<file path="config.mk">
export PLATFORM = sky130hd
export DESIGN_NAME = shd3_ctrl
export DESIGN_NICKNAME = d
export VERILOG_FILES = /design/src/design/shd3_pkg.sv /design/src/design/shd3_ctrl.sv
export SDC_FILE = /design/constraint.sdc
export NUM_CORES = 1
export LEC_CHECK = 0
export ABC_AREA = 1
export BUFFER_PORTS_ARGS = -buffer_cell sky130_fd_sc_hd__buf_2
export CAP_MARGIN = 20
export CORE_MARGIN = 5
export CORE_UTILIZATION = 40
export CTS_CLUSTER_SIZE = 30
export DETAILED_ROUTE_END_ITERATION = 8
export GPL_ROUTABILITY_DRIVEN = 1
export PLACE_DENSITY = 0.66
export SYNTH_ARGS = -nofsm -noshare
export SYNTH_HDL_FRONTEND = slang
export SYNTH_SLANG_ARGS = --single-unit
</file>
<file path="constraint.sdc">
create_clock -name clk -period 2.9 [get_ports clk]
set_input_delay 0.145 -clock clk [delete_from_list [all_inputs] [get_ports clk]]
set_output_delay 0.145 -clock clk [all_outputs]
set_load 0.01 [all_outputs]
</file>
<file path="src/design/shd3_pkg.sv">
`timescale 1ns / 1ps
`default_nettype none
// ----------------------------------------------------------------------------
// shd3_pkg: shared types and constants of the 3x3 heat diffusion stencil
// Item and result structs, opcodes, register indexes, reset values and the
// command bundle from the controller to the datapath.
// ----------------------------------------------------------------------------
package shd3_pkg;

  // Default grid edge length (cells per row and per column)
  localparam int GRID_DEFAULT = 64;

  // Opcodes of an input item
  localparam logic [1:0] OP_LOAD = 2'd0;
  localparam logic [1:0] OP_RUN  = 2'd1;
  localparam logic [1:0] OP_READ = 2'd2;

  // Configuration register indexes
  localparam logic [2:0] REG_PASS_COUNT     = 3'd0;
  localparam logic [2:0] REG_BOUNDARY_VALUE = 3'd1;
  localparam logic [2:0] REG_CORNER_WEIGHT  = 3'd2;
  localparam logic [2:0] REG_EDGE_WEIGHT    = 3'd3;
  localparam logic [2:0] REG_CENTER_WEIGHT  = 3'd4;

  // Register reset values
  localparam logic [15:0] PASS_COUNT_RST     = 16'd100;
  localparam logic [31:0] BOUNDARY_VALUE_RST = 32'd1966080;  // 30.0
  localparam logic [15:0] CORNER_WEIGHT_RST  = 16'd3277;     // 0.05
  localparam logic [15:0] EDGE_WEIGHT_RST    = 16'd6554;     // 0.1
  localparam logic [15:0] CENTER_WEIGHT_RST  = 16'd26214;    // 0.4

  // Stencil taps in raster order over the 3x3 window
  localparam logic [3:0] TAP_FIRST  = 4'd0;
  localparam logic [3:0] TAP_CENTER = 4'd4;
  localparam logic [3:0] TAP_LAST   = 4'd8;

  typedef struct packed {
    logic [1:0]         op;
    logic [5:0]         row;
    logic [5:0]         col;
    logic signed [31:0] cell_in;
  } in_item_t;

  typedef struct packed {
    logic signed [31:0] cell_out;
    logic               saturated;
  } result_t;

  // Controller to datapath commands
  typedef struct packed {
    logic       ld_we;      // write the input cell to the active bank, clear flag
    logic       rd_cap;     // capture the input address for a read
    logic       tap_issue;  // fetch one stencil tap
    logic [3:0] tap;        // tap index, raster order
    logic       acc_clr;    // clear the accumulator
    logic       wr_cell;    // write the rounded sum to the idle bank
    logic       swap;       // swap the banks
    logic       res_load;   // result of a load item
    logic       res_zero;   // zero result carrying the flag
    logic       res_read;   // result of a read item
  } cmd_t;

endpackage
`default_nettype wire

</file>
<file path="src/design/shd3_ctrl.sv">
`timescale 1ns / 1ps
`default_nettype none
// ----------------------------------------------------------------------------
// shd3_ctrl: sequencer of the stencil unit
// Decodes items, walks the grid cell by cell and the 3x3 taps of each cell,
// counts passes and issues datapath commands.
// ----------------------------------------------------------------------------
module shd3_ctrl #(
  parameter int GRID = shd3_pkg::GRID_DEFAULT
) (
  input  wire logic                      clk,
  input  wire logic                      rst,
  input  wire logic                      start,
  input  wire logic [1:0]                op,
  input  wire logic [15:0]               pass_count,
  output logic                           busy,
  output shd3_pkg::cmd_t                 cmd,
  output logic [$clog2(GRID)-1:0]        cell_r,
  output logic [$clog2(GRID)-1:0]        cell_c
);

  localparam int AW = $clog2(GRID);
  localparam logic [AW-1:0] LAST = AW'(GRID - 1);

  typedef enum logic [2:0] {
    S_IDLE, S_READ, S_TAP, S_DRAIN, S_WRITE, S_DONE
  } state_t;

  state_t      state;
  logic [3:0]  tap;
  logic        drain;
  logic [15:0] pass;
  logic        accept;
  logic        last_cell;

  assign accept    = (state == S_IDLE) && start;
  assign last_cell = (cell_r == LAST) && (cell_c == LAST);
  assign busy      = (state != S_IDLE);

  // Command decode
  always_comb begin
    cmd           = '0;
    cmd.tap       = tap;
    cmd.ld_we     = accept && (op == shd3_pkg::OP_LOAD);
    cmd.res_load  = accept && (op == shd3_pkg::OP_LOAD);
    cmd.rd_cap    = accept && (op == shd3_pkg::OP_READ);
    cmd.tap_issue = (state == S_TAP);
    cmd.acc_clr   = (state == S_IDLE) || (state == S_WRITE);
    cmd.wr_cell   = (state == S_WRITE);
    cmd.swap      = (state == S_WRITE) && last_cell;
    cmd.res_read  = (state == S_READ);
    cmd.res_zero  = (state == S_DONE) ||
                    (accept && (op != shd3_pkg::OP_LOAD) && (op != shd3_pkg::OP_READ) &&
                     ((op != shd3_pkg::OP_RUN) || (pass_count == 16'd0)));
  end

  // State and counters
  always_ff @(posedge clk) begin
    if (rst) begin
      state  <= S_IDLE;
      tap    <= shd3_pkg::TAP_FIRST;
      drain  <= 1'b0;
      pass   <= '0;
      cell_r <= '0;
      cell_c <= '0;
    end else begin
      unique case (state)
        S_IDLE: begin
          tap    <= shd3_pkg::TAP_FIRST;
          pass   <= '0;
          cell_r <= '0;
          cell_c <= '0;
          if (start && op == shd3_pkg::OP_READ) begin
            state <= S_READ;
          end else if (start && op == shd3_pkg::OP_RUN && pass_count != 16'd0) begin
            state <= S_TAP;
          end
        end
        S_READ: begin
          state <= S_IDLE;
        end
        S_TAP: begin
          if (tap == shd3_pkg::TAP_LAST) begin
            tap   <= shd3_pkg::TAP_FIRST;
            drain <= 1'b0;
            state <= S_DRAIN;
          end else begin
            tap <= tap + 4'd1;
          end
        end
        S_DRAIN: begin
          drain <= 1'b1;
          if (drain) begin
            state <= S_WRITE;
          end
        end
        S_WRITE: begin
          state <= S_TAP;
          if (cell_c == LAST) begin
            cell_c <= '0;
            if (cell_r == LAST) begin
              cell_r <= '0;
              pass   <= pass + 16'd1;
              if ({1'b0, pass} + 17'd1 == {1'b0, pass_count}) begin
                state <= S_DONE;
              end
            end else begin
              cell_r <= cell_r + AW'(1);
            end
          end else begin
            cell_c <= cell_c + AW'(1);
          end
        end
        S_DONE: begin
          state <= S_IDLE;
        end
        default: begin
          state <= S_IDLE;
        end
      endcase
    end
  end

endmodule
`default_nettype wire

</file>
# Yosys cells after proc, flatten, opt, wreduce, memory -nomap -nowiden
# Index checks and enable logic that the tools add are counted.
[word_totals]
mem_count = 0
ramBits = 0
latchBits = 0
ff_bits = 36
romBits = 0
[classes]
n_bitwise = 0
div_mod_pow = 0
multipliers = 0
mux = 20
magnitude_cmp = 0
addsub = 5
reduce_logical = 27
shifts = 0
n_eq_ne = 18
[op_table]
columns = ["cell", "count"]
rows = [
  ["16-bit 2-to-1 mux", 2],
  ["16-bit one-hot mux with 2 select lines", 1],
  ["6-bit one-hot mux with 2 select lines", 2],
  ["3-bit 2-to-1 mux", 7],
  ["6-bit 2-to-1 mux", 3],
  ["16-bit by 1-bit adder with 17-bit output (second input constant)", 1],
  ["17-bit by 16-bit == test with 1-bit output", 1],
  ["16-bit by 1-bit adder with 16-bit output (second input constant)", 1],
  ["16-bit logical NOT", 1],
  ["16-bit nonzero test", 1],
  ["6-bit by 1-bit adder with 6-bit output (second input constant)", 2],
  ["6-bit == test (second input constant)", 2],
  ["3-bit one-hot mux with 4 select lines", 1],
  ["1-bit logical AND", 11],
  ["2-bit by 1-bit != test with 1-bit output (second input constant)", 4],
  ["4-bit one-hot mux with 2 select lines", 1],
  ["2-bit nonzero test", 4],
  ["3-bit by 2-bit == test with 1-bit output (second input constant)", 2],
  ["3-bit == test (second input constant)", 2],
  ["3-bit AND reduction", 2],
  ["4-bit by 1-bit adder with 4-bit output (second input constant)", 1],
  ["4-bit == test (second input constant)", 1],
  ["4-bit 2-to-1 mux", 1],
  ["2-bit != test (second input constant)", 2],
  ["other kinds (11)", 14],
]

# Logic depth before layout (Yosys ltp)
# Gate-level depths: netlist of run 1.
[logic_depth]
word_depth = 6
ltp_mapped = 16

# Worst setup path after synthesis of run 1
# No wires, ideal clock.
[synth_timing]
kind = "register to register"
start = "register pass[0]"
end = "register state[0]"
path_stages_with_launch = 16
t_arrival_ns = 1.753
setup_time_ns = 0.067
slack_ns = 1.079
path_cell_list = "dfxtp_1 > ha_1 > nand2_2 > nor2_2 > buf_6 > nand2_1 > nand2_1 > xnor2_1 > nand2_1 > nor2_1 > nand2_1 > nor2_2 > nand3_1 > nand2_1 > nand2_1 > a21oi_2"
[synth_via]
elab_chain_cells = 6
[synth_rtl]
columns = ["item", "line_no", "rtl"]
rows = [
  ["start, declared", "shd3_ctrl.sv:32", "logic [15:0] pass;"],
  ["start signal, assigned", "shd3_ctrl.sv:103", "pass <= pass + 16'd1;"],
  ["16-bit by 1-bit adder with 17-bit output", "shd3_ctrl.sv:104", "if ({1'b0, pass} + 17'd1 == {1'b0, pass_count}) begin"],
  ["17-bit by 16-bit == test with 1-bit output", "shd3_ctrl.sv:104", ""],
  ["3-bit 2-to-1 mux", "shd3_ctrl.sv:104", ""],
  ["3-bit 2-to-1 mux", "shd3_ctrl.sv:101", "if (cell_r == LAST) begin"],
  ["3-bit 2-to-1 mux", "shd3_ctrl.sv:99", "if (cell_c == LAST) begin"],
  ["3-bit one-hot mux with 4 select lines", "shd3_ctrl.sv:67", "unique case (state)"],
  ["end signal, assigned", "shd3_ctrl.sv:74", "state <= S_READ;"],
  ["end signal, assigned", "shd3_ctrl.sv:98", "state <= S_TAP;"],
  ["end signal, assigned", "shd3_ctrl.sv:105", "state <= S_DONE;"],
  ["end, declared", "shd3_ctrl.sv:29", "state_t state;"],
]
# No other way between the ends.
# A chain may end at the register's enable or synchronous reset.

==> results of run 1 <==
[kinds of logic (layout without fill, tap and decap cells)]
family,Yosys count,count (layout),synth area share
buffers and inverters,61,109,0.0957
XOR/XNOR,8,8,0.0380
adder cells (fa/ha/maj),5,5,0.0241
flip-flops,36,36,0.277
AO/OA/AOI/OAI,56,56,0.117
AND/OR/NAND/NOR,254,254,0.448
[registers in the layout, indices dropped and copies added, names as in the netlist]
signal and count:
drain 1, cell_r 6, cell_c 6, tap 4
pass 16, state 3
[per-layer routing]
| layer | global-route usage | share of wire | wire length [um] | up-vias |
|---|---|---|---|---|
| li1 | - | - | - | 1460 |
| met1 | 0.217 | 0.46 | 3190 | 1226 |
| met2 | 0.288 | 0.46 | 3180 | 74 |
| met3 | 0.0383 | 0.060 | 416 | 11 |
| met4 | 0.0633 | 0.020 | 135 | 0 |
| met5 | 0 | 0 | 0 | - |
[area by class of cell]
class,instances,area (sq um)
inverter,53,199
timing repair buffer,48,245
multi-input combinational,323,1630
clock buffer,5,68.8
clock inverter,3,46.3
tap,77,96.3
fill,654,3340
sequential,36,721
[cells in the mapped netlist, drive strengths merged]
cell / number / area, sq um
o22ai: 1 / 6.26
a21oi: 32 / 164
nand4: 9 / 56.3
nor2: 45 / 219
nor4: 4 / 25.0
nor3: 7 / 35.0
xor3: 1 / 23.8
a31oi: 1 / 6.26
buf: 6 / 42.5
or2: 2 / 12.5
xnor2: 4 / 35.0
clkbuf: 2 / 7.51
and3: 1 / 6.26
nand3b: 3 / 22.5
a211oi: 2 / 15.0
ha: 5 / 62.6
nand2: 136 / 538
dfxtp: 36 / 721
xnor3: 1 / 22.5
inv: 53 / 199
o31ai: 1 / 7.51
o21ai: 17 / 88.8
nand3: 47 / 250
a221oi: 2 / 17.5
xor2: 2 / 17.5
[final timing paths]
check / start / endpoint / slack [ns]
max: state[1]$_SDFFE_PP0P_ / cmd[3] / 0.68
min reg2reg: drain$_SDFFE_PP0P_ / drain$_SDFFE_PP0P_ / 0.48
min: rst / cell_r[5]$_SDFFE_PP0P_ / 0.33
max reg2reg: pass[0]$_SDFFE_PP0P_ / state[1]$_SDFFE_PP0P_ / 0.69
[through the flow]
step	hold slack (ns)	worst slack, ns	power, mW
CTS	0.328	0.673	1.43
floorplan	0.347	1.08	0.832
detailed placement	0.473	0.692	0.959
finish	0.334	0.676	1.41
global route	0.331	0.392	1.52
global placement	0.463	0.764	0.960
[worst reg2reg max path, delay by kind of cell (launching register included)]
kind / cells / cell delay (ns)
simple gates: 12 / 1.36
compound gates: 1 / 0.05
fa+ha+maj: 1 / 0.24
flops: 1 / 0.43
[placed cells by master (no fill, tap or decap), types with 7 or more instances in the layout]
| master | synthesis | routed |
|---|---|---|
| dfxtp_1 | 36 | 36 |
| a21oi_1 | 31 | 31 |
| nand3_1 | 44 | 44 |
| nand2_2 | 8 | 8 |
| nor2_1 | 35 | 35 |
| nor3_1 | 7 | 7 |
| o21ai_0 | 15 | 15 |
| buf_2 | 1 | 46 |
| nand4_1 | 9 | 9 |
| nand2_1 | 127 | 127 |
| inv_1 | 49 | 49 |
[report_power, final]
part	internal (mW)	total, mW	switching (mW)
Sequential	0.520	0.549	0.0296
Combinational	0.122	0.396	0.274
Clock	0.259	0.466	0.207
==> flow_metrics.py, run 1 <==
metrics = {
    "timing": {
        "worstMarginPinSlew_ns": 0.595,
        "finalCriticalPeriod_ns": 2.22,
        "timing.final.crit_share": 0.767,
        "fin_skew_ns": 0.0113,
        "slew-limit-headroom": 0.603,
        "timing_hold_violations_final": 0,
        "fin_tns_setup_ns": 0,
        "fmax_mhz": 450,
        "drv_slew": 0,
        "rsz0062_at_grt": "no",
        "setup_viol": 0,
    },
    "clock_network": {
        "cts_hold_buf": 0,
        "clk_latency_ns": 0.30,
        "clk_pin_slew_worst_paths_ns": 0.09,
        "clock_sinks": 36,
        "numCtsBuffers": 5,
        "ctsResizeCount": 0,
        "cts_tree": "built",
        "clk_root_buffer_cell": "clkbuf_8",
        "cts_buffer_depth": 2,
        "cts.htree.levels": 2,
        "post_cts_buffers": 0,
    },
    "detailed_routing": {
        "drtIter0Drc": 158,
        "routedWlPerCell_um": 12.7,
        "wirelength_um": 6920,
        "drc": 0,
        "viasPerCell": 5.08,
        "via_count": 2771,
        "ant_nets": 0,
        "first_pass_iters": 4,
    },
    "global_routing": {
        "grt_use_total": 0.173,
        "antenna_found_initial": 0,
        "grt_pass1_wl_um": 11900,
        "grt_pass1_vias": 2600,
        "grt_max_degree": 29,
        "overflow": 0,
    },
    "yosys": {
        "ys_ff_latch": 36,
        "ys_seq_area_frac": 0.277,
        "ys_warn_count": 0,
        "synthCells": 420,
        "syn_avg_cell_area_sq_um": 6.19,
        "syn_nets": 446,
        "synth_cell_types": 37,
        "synth_area_sq_um": 2600,
    },
    "worst_setup_path": {
        "cp_num_buf_inv": 4,
        "crit_cells": 7,
        "reg2reg_depth": 14,
        "path_cells": "nor2_2 -> inv_2 -> nor2_1 -> inv_1 -> nor3_1 -> buf_4 -> buf_2",
        "crit_required_ns": 2.76,
        "critical_path.top_delay_family": "simple AND/OR/NAND/NOR gates",
        "crit_path_start_kind": "register",
        "crit_type": "register to output port",
        "critical-path-max-stage-delay_ns": 0.36,
        "crit_arrival_ns": 2.08,
        "critPathMaxFanout": 11,
        "cp-end-kind": "output port",
        "cpMaxStageDelayCell": "dfxtp_1",
    },
    "placed_design": {
        "hpwl_um": 5340,
        "portBuffers": 46,
        "dp.cells": 537,
        "placed_area_sq_um": 2890,
        "gp_congestion": 0.880,
    },
    "final_layout": {
        "antenna_cells": 0,
        "layout.cells.non_filler": 545,
        "area_growth_pct": 15.6,
        "fin_area_sq_um": 3010,
        "finish.utilization": 0.474,
        "drive_above_1_share": 0.184,
        "final_nets": 493,
    },
    "hold_path": {
        "holdPathStages": 2,
        "hold_class": "input port to register",
    },
    "floorplan": {
        "rows": 29,
        "die_h_um": 90.6,
        "io_pins": 47,
        "core_area_sq_um": 6350,
        "fp.dieArea_sq_um": 8220,
        "die-width_um": 90.6,
        "start_util": 0.410,
    },
    "pwr": {
        "power.density_nw_per_um2": 469,
        "p_leak_nw": 1.31,
        "peakVddDrop_uv": 259,
    },
    "status": {
        "status": "finished, final reports clean",
    },
    "run": {
        "cap_violations": 0,
    },
}
(Power assumes the default switching activity.)
==> inputs of run 2 (changes only) <==
==> constraint.sdc (replaced) <==
create_clock -name clk -period 2.25 [get_ports clk]
set_input_delay 0.1125 -clock clk [delete_from_list [all_inputs] [get_ports clk]]
set_output_delay 0.1125 -clock clk [all_outputs]
set_load 0.01 [all_outputs]
==> run 2 against run 1 <==
Combinational power up 34%. Register-to-register slack worse by 0.38 ns. Non-clock buffer count up 4. Utilization up 0.63 points. Sequential power up 29%. Global-route usage up 0.17 points. Die area unchanged. Routed wire length up 0.68%. Critical path depth down 1.
==> flow_metrics.py, run 2 (synthesized netlist as in run 1, its figures left out) <==
metrics = {
    "status": {
        "status": "finished, final reports clean",
    },
    "final_layout": {
        "multi_input_comb_area_sq_um": 1640,
        "layout.cells.non_filler": 549,
        "antenna_cells": 0,
        "drive_above_1_share": 0.201,
        "largest_register_ffs": 16,
        "area_growth_pct": 17.2,
        "finish.utilization": 0.480,
        "filler_cell_count": 659,
        "regMostFlops": "pass",
        "reg.largest.list": "pass x16, cell_c x6, cell_r x6",
        "layout_commonest_cell": "nand2_1",
        "final_nets": 497,
        "fin_area_sq_um": 3050,
        "final_cell_mix": "127 x nand2_1, 49 x inv_1, 46 x buf_2",
        "seq_area_sq_um": 722,
    },
    "worst_setup_path": {
        "crit_required_ns": 2.14,
        "r2r-start": "pass[1]$_SDFFE_PP0P_",
        "critical_path.top_delay_family": "simple AND/OR/NAND/NOR gates",
        "crit_type": "register to output port",
        "crit_arrival_ns": 1.90,
        "cp-end-kind": "output port",
        "critPathLaunch": "state[1]$_SDFFE_PP0P_",
        "cpMaxStageDelayCell": "dfxtp_1",
        "critPathMaxFanout": 8,
        "cp_num_buf_inv": 3,
        "path_cells": "nor2_2 -> inv_2 -> nor2_1 -> inv_1 -> nor4_1 -> buf_2",
        "critical-path-max-stage-delay_ns": 0.37,
        "crit_path_start_kind": "register",
    },
    "detailed_routing": {
        "wirelength_met1_um": 3300,
        "first_pass_iters": 4,
        "met2_length_um": 3250,
        "via_count": 2763,
        "wl_met3_um": 347,
        "wirelength_um": 6970,
        "drc": 0,
        "ant_nets": 0,
        "drtIter0Drc": 130,
        "viasPerCell": 5.03,
        "top_layer": "met4",
        "routedWlPerCell_um": 12.7,
    },
    "clock_network": {
        "cts_hold_buf": 0,
        "cts_buffer_depth": 2,
        "cts_tree": "built",
        "clk_pin_slew_worst_paths_ns": 0.08,
        "clk_root_buffer_cell": "clkbuf_8",
        "clock_sinks": 36,
        "cts.htree.levels": 2,
        "clk_latency_ns": 0.30,
        "numCtsBuffers": 5,
    },
    "timing": {
        "timing.final.crit_share": 0.895,
        "fin_skew_ns": 0.00601,
        "timing.hold.ws_ns": 0.221,
        "fin_ws_ns": 0.236,
        "timing_hold_violations_final": 0,
        "worstMarginPinSlew_ns": 0.353,
        "finalCriticalPeriod_ns": 2.01,
        "fmax_mhz": 496,
        "setup_viol": 0,
        "fin_tns_setup_ns": 0,
        "slew-limit-headroom": 0.763,
        "rsz0062_at_grt": "no",
        "drv_slew": 0,
    },
    "pwr": {
        "power_mw": 1.83,
        "power.density_nw_per_um2": 601,
        "p_leak_nw": 1.33,
        "peakVddDrop_uv": 328,
    },
    "placed_design": {
        "placed_area_sq_um": 2920,
        "dp.cells": 541,
        "place_ws_ns": 0.257,
        "portBuffers": 46,
        "hpwl_um": 5390,
        "gp_congestion": 0.838,
    },
    "global_routing": {
        "grt_use_total": 0.174,
        "antenna_found_initial": 0,
        "grt_pass1_vias": 2613,
        "grt_pass1_wl_um": 11800,
        "grt_max_degree": 28,
        "overflow": 0,
    },
    "floorplan": {
        "io_pins": 47,
        "die_h_um": 90.6,
        "core_area_sq_um": 6350,
        "start_util": 0.410,
        "rows": 29,
        "die-width_um": 90.6,
        "fp.dieArea_sq_um": 8220,
    },
    "hold_path": {
        "hold_class": "input port to register",
        "min-delay-start": "rst",
    },
    "run": {
        "cap_violations": 0,
    },
}
-- run 2: cell types whose count changed in the layout (fill, tap and decap cells not counted), sizes merged --
| cell | previous run | this run |
|---|---|---|
| clkinv | 0 | 1 |
| inv | 54 | 53 |
| buf | 48 | 52 |
-- run 2: timing repair --
item / 4_1_cts / 5_1_grt
buffers inserted: 0 / 0
endpoints found under the hold margin: 0 / 0
setup endpoints to repair: 0 / 4
resized for setup: 0 / 5
-- run 2: where the power goes --
group	internal, mW	switching (mW)	total (mW)
Clock	0.328	0.266	0.594
Combinational	0.169	0.360	0.529
Sequential	0.670	0.0406	0.710
-- run 2: area by class of cell --
type	instances	area share
Multi-Input combinational cell	323	0.539
Sequential cell	36	0.237
Timing Repair Buffer	52	0.0903
Inverter	53	0.0653
Tap cell	77	0.0316
Clock buffer	5	0.0226
Clock inverter	3	0.0140
-- run 2: worst paths after layout --
path / endpoint / slack [ns] / cells after the start
max: cmd[11] / 0.24 / 6
min: pass[12]$_SDFFE_PP0P_ / 0.22 / 4
max reg2reg: state[0]$_SDFFE_PP0P_ / 0.31 / 15
min reg2reg: drain$_SDFFE_PP0P_ / 0.49 / 2
-- run 2: worst register-to-register path, delay by kind of cell (launching register included) --
kind | cells | cell delay (ns)
fa+ha+maj | 1 | 0.20
compound gates | 1 | 0.11
xor+xnor | 1 | 0.15
buf+inv | 1 | 0.18
flops | 1 | 0.36
simple gates | 11 | 0.90
-- run 2: per-layer routing --
metal	track usage	vias to the layer above
li1	-	1468
met1	0.218	1224
met2	0.292	64
met3	0.0458	7
met4	0.0509	0
met5	0	-
